### config.mk
export PLATFORM = sky130hd
export DESIGN_NAME = switch_debounce_long_press
export DESIGN_NICKNAME = d
export VERILOG_FILES = /design/src/rtl/sdlp_pkg.sv /design/src/rtl/sdlp_core.sv /design/src/rtl/switch_debounce_long_press.sv
export SDC_FILE = /design/constraint.sdc
export NUM_CORES = 1
export LEC_CHECK = 0
export ABC_CLOCK_PERIOD_IN_PS = 3400
export BUFFER_PORTS_ARGS = -buffer_cell sky130_fd_sc_hd__buf_2
export CAP_MARGIN = 20
export CORE_ASPECT_RATIO = 1.75
export CORE_MARGIN = 4
export CORE_UTILIZATION = 30
export DETAILED_ROUTE_END_ITERATION = 7
export MAX_ROUTING_LAYER = met4
export SYNTH_ARGS = -nofsm -noshare
export SYNTH_HDL_FRONTEND = slang
export SYNTH_SLANG_ARGS = --single-unit
### constraint.sdc
create_clock -name clk -period 3.4 [get_ports clk]
set_input_delay 0.17 -clock clk [delete_from_list [all_inputs] [get_ports clk]]
set_output_delay 0.17 -clock clk [all_outputs]
set_load 0.005 [all_outputs]
### src/rtl/sdlp_pkg.sv
package sdlp_pkg;

    localparam int unsigned TICK_W  = 16;
    localparam int unsigned FLAGS_W = 5;

    typedef enum logic [1:0]
    {
        CMD_TICK = 2'd0,
        CMD_READ = 2'd1,
        CMD_INIT = 2'd2
    } cmd_t;

    localparam logic [1:0] CFG_SENSITIVITY = 2'd0;
    localparam logic [1:0] CFG_MONO_MODE   = 2'd1;
    localparam logic [1:0] CFG_MULTI_FUNC  = 2'd2;

    localparam logic [TICK_W-1:0] SENSITIVITY_RESET = 16'd50;

    // Sticky flag bit positions
    localparam int unsigned FLAG_PRESSED  = 0;
    localparam int unsigned FLAG_PHYSICAL = 1;
    localparam int unsigned FLAG_5S       = 2;
    localparam int unsigned FLAG_10S      = 3;
    localparam int unsigned FLAG_30S      = 4;

    localparam logic [TICK_W-1:0] HOLD_5S  = 16'd5000;
    localparam logic [TICK_W-1:0] HOLD_10S = 16'd10000;
    localparam logic [TICK_W-1:0] HOLD_30S = 16'd30000;
    localparam logic [TICK_W-1:0] HOLD_35S = 16'd35000;
    localparam logic [TICK_W-1:0] TICK_MAX = 16'hFFFF;

    typedef struct packed
    {
        logic [1:0]         command;
        logic               pin_level;
        logic [FLAGS_W-1:0] clear_mask;
    } in_item_t;

    typedef struct packed
    {
        logic toggle_state;
        logic physical_state;
        logic pressed_flag;
        logic physical_event_flag;
        logic hold5_flag;
        logic hold10_flag;
        logic hold30_flag;
    } out_item_t;

    typedef struct packed
    {
        logic [TICK_W-1:0] sensitivity_ms;
        logic              mono_mode;
        logic              multi_function;
    } cfg_t;

endpackage

### src/rtl/sdlp_core.sv
module sdlp_core
    import sdlp_pkg::*;
(
    input  logic      clk,
    input  logic      rst_n,
    input  logic      en,
    input  in_item_t  item,
    input  cfg_t      cfg,
    output out_item_t result
);

    logic               ready_reg, ready_next;
    logic               logic_state_reg, logic_state_next;
    logic               reference_level_reg, reference_level_next;
    logic               accepted_level_reg, accepted_level_next;
    logic               timing_active_reg, timing_active_next;
    logic [TICK_W-1:0]  elapsed_ticks_reg, elapsed_ticks_next;
    logic               press_latched_reg, press_latched_next;
    logic [FLAGS_W-1:0] flags_reg, flags_next;

    logic [TICK_W-1:0]  elapsed_inc;
    logic [TICK_W-1:0]  elapsed_cand;
    logic [FLAGS_W-1:0] flags_out;

    assign elapsed_inc  = (elapsed_ticks_reg == TICK_MAX) ? TICK_MAX
                                                          : elapsed_ticks_reg + 16'd1;
    // first differing tick starts the count at zero
    assign elapsed_cand = timing_active_reg ? elapsed_inc : '0;

    always_comb
    begin
        ready_next           = ready_reg;
        logic_state_next     = logic_state_reg;
        reference_level_next = reference_level_reg;
        accepted_level_next  = accepted_level_reg;
        timing_active_next   = timing_active_reg;
        elapsed_ticks_next   = elapsed_ticks_reg;
        press_latched_next   = press_latched_reg;
        flags_next           = flags_reg;
        flags_out            = flags_reg;

        case (item.command)
            CMD_TICK:
            begin
                if (ready_reg)
                begin
                    if (item.pin_level != reference_level_reg)
                    begin
                        timing_active_next = 1'b1;
                        elapsed_ticks_next = elapsed_cand;
                        if (elapsed_cand >= cfg.sensitivity_ms)
                        begin
                            if (cfg.mono_mode)
                            begin
                                if (!press_latched_reg)
                                begin
                                    logic_state_next         = ~logic_state_reg;
                                    press_latched_next       = 1'b1;
                                    flags_next[FLAG_PRESSED]  = 1'b1;
                                    flags_next[FLAG_PHYSICAL] = 1'b1;
                                    accepted_level_next      = item.pin_level;
                                end
                            end
                            else
                            begin
                                logic_state_next          = ~logic_state_reg;
                                reference_level_next      = item.pin_level;
                                flags_next[FLAG_PRESSED]  = 1'b1;
                                flags_next[FLAG_PHYSICAL] = 1'b1;
                                accepted_level_next       = item.pin_level;
                                timing_active_next        = 1'b0;
                                elapsed_ticks_next        = '0;
                            end
                        end
                    end
                    else if (timing_active_reg)
                    begin
                        if (cfg.mono_mode)
                        begin
                            // release: classify hold time
                            if (cfg.multi_function)
                            begin
                                if (elapsed_inc >= HOLD_5S && elapsed_inc < HOLD_10S)
                                    flags_next[FLAG_5S] = 1'b1;
                                if (elapsed_inc >= HOLD_10S && elapsed_inc < HOLD_30S)
                                    flags_next[FLAG_10S] = 1'b1;
                                if (elapsed_inc >= HOLD_30S && elapsed_inc < HOLD_35S)
                                    flags_next[FLAG_30S] = 1'b1;
                            end
                            press_latched_next        = 1'b0;
                            flags_next[FLAG_PHYSICAL] = 1'b1;
                            accepted_level_next       = item.pin_level;
                        end
                        timing_active_next = 1'b0;
                        elapsed_ticks_next = '0;
                    end
                end
                flags_out = flags_next;
            end
            CMD_READ:
            begin
                flags_next = flags_reg & ~item.clear_mask;
            end
            CMD_INIT:
            begin
                reference_level_next = item.pin_level;
                accepted_level_next  = item.pin_level;
                logic_state_next     = item.pin_level;
                timing_active_next   = 1'b0;
                elapsed_ticks_next   = '0;
                press_latched_next   = 1'b0;
                ready_next           = 1'b1;
            end
            default:
            begin
            end
        endcase
    end

    always_comb
    begin
        result.toggle_state        = logic_state_next;
        result.physical_state      = accepted_level_next;
        result.pressed_flag        = flags_out[FLAG_PRESSED];
        result.physical_event_flag = flags_out[FLAG_PHYSICAL];
        result.hold5_flag          = flags_out[FLAG_5S];
        result.hold10_flag         = flags_out[FLAG_10S];
        result.hold30_flag         = flags_out[FLAG_30S];
    end

    always_ff @(posedge clk or negedge rst_n)
    begin
        if (!rst_n)
        begin
            ready_reg           <= 1'b0;
            logic_state_reg     <= 1'b0;
            reference_level_reg <= 1'b0;
            accepted_level_reg  <= 1'b0;
            timing_active_reg   <= 1'b0;
            elapsed_ticks_reg   <= '0;
            press_latched_reg   <= 1'b0;
            flags_reg           <= '0;
        end
        else if (en)
        begin
            ready_reg           <= ready_next;
            logic_state_reg     <= logic_state_next;
            reference_level_reg <= reference_level_next;
            accepted_level_reg  <= accepted_level_next;
            timing_active_reg   <= timing_active_next;
            elapsed_ticks_reg   <= elapsed_ticks_next;
            press_latched_reg   <= press_latched_next;
            flags_reg           <= flags_next;
        end
    end

    a_elapsed_needs_timing: assert property (@(posedge clk) disable iff (!rst_n)
        elapsed_ticks_reg != '0 |-> timing_active_reg)
        else $error("elapsed count running without active timing");

    a_idle_before_init: assert property (@(posedge clk) disable iff (!rst_n)
        !ready_reg |-> (!timing_active_reg && !press_latched_reg))
        else $error("timing state set before initialise");

    a_ready_sticks: assert property (@(posedge clk) disable iff (!rst_n)
        !$fell(ready_reg))
        else $error("ready dropped without reset");

endmodule

### src/rtl/switch_debounce_long_press.sv
// Switch debounce and long-press qualifier.
//
// Input channel (in_valid / in_stall / in_data): one item per transfer, a
// millisecond tick carrying the sampled pin, a read-and-clear of the sticky
// flags, or an initialise that loads the idle pin level. Ticks before the
// first initialise are ignored.
// Output channel (out_valid / out_stall / out_data): exactly one result per
// item, in order: toggle state, accepted physical level and the five flags.
// Config channel (cfg_valid / cfg_ready / cfg_index / cfg_data): index 0
// sensitivity in ticks, 1 monostable mode, 2 hold classification enable.
// cfg_ready is always high; write only while no item is in flight.
//
// Two register stages: the input register, then the state update and the
// result register. out_valid rises once the item has passed from the input
// register into the result register. One item per cycle is sustained while
// out_stall is low; the state update is a combinational read-modify-write.
// A stalled result holds; one further item waits in the input register, then
// in_stall rises. Reset clears state, flags and both stages; configuration
// returns to 50 ticks, monostable, classification off.
module switch_debounce_long_press
    import sdlp_pkg::*;
(
    input  logic              clk,
    input  logic              rst_n,
    input  logic              in_valid,
    output logic              in_stall,
    input  in_item_t          in_data,
    output logic              out_valid,
    input  logic              out_stall,
    output out_item_t         out_data,
    input  logic              cfg_valid,
    output logic              cfg_ready,
    input  logic [1:0]        cfg_index,
    input  logic [TICK_W-1:0] cfg_data
);

    cfg_t      cfg_reg;
    logic      in_valid_reg, in_valid_next;
    in_item_t  in_data_reg;
    logic      out_valid_reg, out_valid_next;
    out_item_t out_data_reg;
    out_item_t core_result;
    logic      advance;
    logic      in_accept;

    assign cfg_ready = 1'b1;

    always_ff @(posedge clk or negedge rst_n)
    begin
        if (!rst_n)
        begin
            cfg_reg.sensitivity_ms <= SENSITIVITY_RESET;
            cfg_reg.mono_mode      <= 1'b1;
            cfg_reg.multi_function <= 1'b0;
        end
        else if (cfg_valid && cfg_ready)
        begin
            case (cfg_index)
                CFG_SENSITIVITY: cfg_reg.sensitivity_ms <= cfg_data;
                CFG_MONO_MODE:   cfg_reg.mono_mode      <= cfg_data[0];
                CFG_MULTI_FUNC:  cfg_reg.multi_function <= cfg_data[0];
                default:
                begin
                end
            endcase
        end
    end

    // item moves on when the result slot is free or being emptied
    assign advance   = in_valid_reg && (!out_valid_reg || !out_stall);
    assign in_stall  = in_valid_reg && !advance;
    assign in_accept = in_valid && !in_stall;

    assign in_valid_next  = in_accept || (in_valid_reg && !advance);
    assign out_valid_next = advance || (out_valid_reg && out_stall);

    always_ff @(posedge clk or negedge rst_n)
    begin
        if (!rst_n)
        begin
            in_valid_reg  <= 1'b0;
            out_valid_reg <= 1'b0;
        end
        else
        begin
            in_valid_reg  <= in_valid_next;
            out_valid_reg <= out_valid_next;
        end
    end

    always_ff @(posedge clk)
    begin
        if (in_accept)
            in_data_reg <= in_data;
        if (advance)
            out_data_reg <= core_result;
    end

    sdlp_core u_core
    (
        .clk    (clk),
        .rst_n  (rst_n),
        .en     (advance),
        .item   (in_data_reg),
        .cfg    (cfg_reg),
        .result (core_result)
    );

    assign out_valid = out_valid_reg;
    assign out_data  = out_data_reg;

    a_empty_slot_fills: assert property (@(posedge clk) disable iff (!rst_n)
        in_valid_reg && !out_valid_reg |=> out_valid_reg)
        else $error("queued item did not reach the result register");

    a_stall_only_when_full: assert property (@(posedge clk) disable iff (!rst_n)
        in_stall |-> (in_valid_reg && out_valid_reg && out_stall))
        else $error("input stalled with room downstream");

    a_pending_kept: assert property (@(posedge clk) disable iff (!rst_n)
        in_stall |=> in_valid_reg)
        else $error("stalled item lost from input register");

endmodule
==> results.toml <==
[outcome]
status = "complete, no violations"

[die]
ios = 41
start_util_pct = 30.63
die-area_um2 = 15750
core_um2 = 13450
die_w_um = 96.59
rows = 56
die_h_um = 163.0

[route]
vias = 3977
wirelength_um = 13280
ant_nets = 0
avgRoutedWirePerCell_um = 18.04
drt_iter0_markers = 249
post-route-drc-count = 0
dr.pass1.iters = 6
vias_per_cell = 5.404

[clocking]
tritoncts = "done"
cts_buffers = 9
clkLatencyLatePin_ps = 340
clk_pin_slew_ps = 60
root_buffer = "clkbuf_16"
ctsHtreeMaxLevel = 3
cts_buffer_depth = 2
cts_sinks = 62

[global_routing]
grt_overflow = 0
antenna_found_initial = 0
grtUsageTotal_pct = 18.06
grt_max_degree = 35
grt_pass1_wl_um = 20820
grt_pass1_vias = 4049

[sta]
hold_violations = 0
skew_ps = 8.333
finalSetupViolCount = 0
holdWs_ps = 16.74
rsz0062_at_grt = "yes"
timing.slew.headroom_pct = 44.68
worst_pin_slew_ps = 829.7
slew_viol_final = 0
tns_ps = 0
timing.final.crit_share_pct = 99.49
layout_setup_ws_ps = 17.47
fmax_mhz = 295.6
period_minus_slack_ps = 3383

[yosys]
syn_area_per_cell_um2 = 9.075
synth_cell_types = 73
synthArstFlopShare_pct = 75.81
synth_ff_type = "dfrtp_1"
ys_ff_latch = 62
synth_nets = 502
synth_edf_count = 15
synth_warnings = 0
synth.cell_area_um2 = 4120
syn-instance-count = 454
seq_area_frac_synth_pct = 39.60

[power_and_ir_drop]
p_sw_mw = 0.6018
power.internal_mw = 1.619
clockPowerShare_pct = 44.2
p_per_area_nw_per_um2 = 403.0
power_frac_comb_pct = 15.6
ir_drop_v = 0.0003180
power.leakage_nw = 2.430
seqPwrFrac_pct = 40.1
total_power_mw = 2.220
p_sw_share_pct = 27.10

[layout]
final_nets = 605
n_fill_cell = 1381
largest_reg_flops = 18
syn_to_final_growth_pct = 33.74
drive_gt1_share_pct = 33.10
final_common_cell = "buf_4"
final_cell_mix = "73 x buf_4, 54 x nand2_1, 42 x dfrtp_1"
diodes = 0

[critical_path]
reg2reg_from = "u_core.elapsed_ticks_reg[5]"
r2r_slack_ps = 20
arrival_ps = 3460
path_class = "register to register"
worstPathMaxFanout = 9
critPathLaunch = "u_core.elapsed_ticks_reg[5]"
endpoint = "out_data[6]"
cp_data_required_time_ps = 3470
reg2reg_depth = 16
start_kind = "register"
crit_path_end_kind = "register"
reg2reg_to = "out_data[6]"

[placed_design]
place_ws_ps = -197.0
io_buffers = 39
gp_congestion = 0.9802
place_hpwl_um = 10170

[min_path]
hp-class = "primary input to register"

[run]
cap_violations = 0
[synth_stat cells (6+ instances only)]
cell	number	share of area [%]
a211oi_1	6	1.1
inv_1	27	2.5
nand3_1	16	1.9
a21oi_1	24	2.9
nand4_1	10	1.5
nand2_1	55	5.0
nand2b_1	7	1.1
nor2_1	32	2.9
xnor2_1	11	2.3
nor3_1	8	0.97
buf_2	7	0.85
ha_1	17	5.2
dfrtp_1	43	26
edfxtp_1	15	11
clkbuf_1	13	1.2
a41oi_1	6	1.3
o21ai_0	36	4.4
mux2_2	6	1.6
[area by class of cell]
cell class	count	area, um2	share of cell area, %
Clock buffer	10	229.0	4.155
Clock inverter	6	86.33	1.567
Inverter	27	101.3	1.839
Multi-Input combinational cell	335	2386	43.30
Sequential cell	62	1633	29.63
Tap cell	174	217.7	3.951
Timing Repair Buffer	122	857.1	15.55
[critical path: stages (launching register included)]
cell      delay (ps)
dfrtp_1          380
buf_4            170
and4_4           220
buf_12           150
nand2_4           60
nor2_1            50
buf_4            150
nor2_2           140
nor2_1            60
ha_1             320
a21oi_1           80
o21ai_0          240
nand2b_1         260
buf_4            240
a211oi_4         260
mux2i_1          240
nand3_1          100
[power groups by stage]
stage / Sequential, mW / Clock [mW] / Combinational (mW)
final: 0.891 / 0.982 / 0.347
after global routing: 0.899 / 1.04 / 0.386
after CTS: 0.890 / 1.00 / 0.331
after detailed placement: 0.903 / 0 / 0.319
after global placement: 0.900 / 0 / 0.310
after floorplan: 0.882 / 0 / 0.199
[repair_timing]
action                                 CTS  global route
endpoints found under the hold margin   34             0
hold buffers                             6             0
setup endpoints to repair               19            20
gates resized for setup                 10            22
buffers inserted                         2             5
pin swaps                                5            13
[cells by family (layout without fill, tap and decap cells)]
logic type	Yosys count	in the layout	share of synthesized area (%)
adder cells (fa/ha/maj)	17	17	5.162
other	1	1	0.09101
flip-flops	62	62	39.60
AND/OR/NAND/NOR	172	172	22.29
buffers and inverters	57	165	6.620
XOR/XNOR	13	13	2.763
AO/OA/AOI/OAI	122	122	20.47
multiplexers	10	10	3.006
[stage by stage]
stage,area (um2),util (%),cells
finish,5510,40.96,736
floorplan,4158,-,454
CTS,5384,40.02,732
global route,5510,40.96,736
detailed placement,4950,36.79,708
global placement,4950,36.79,708
[worst min path at each step]
stage,cells after the start,endpoint,start
floorplan,0,cfg_reg[0],rst_n
global placement,1,cfg_reg[16],rst_n
detailed placement,1,cfg_reg[15],rst_n
CTS,1,in_data_reg[3],in_data[3]
global route,1,in_data_reg[0],in_data[0]
finish,1,in_data_reg[3],in_data[3]
[per-layer routing]
| layer | up-vias | GRT usage, % | part of all wire [%] |
|---|---|---|---|
| met5 | - | - | 0 |
| met4 | 0 | 12.96 | 7.2 |
| met3 | 59 | 2.627 | 3.5 |
| met2 | 149 | 31.07 | 55 |
| met1 | 1909 | 18.08 | 34 |
| li1 | 1860 | - | - |
No activity file was read; power rests on OpenSTA's default activity.
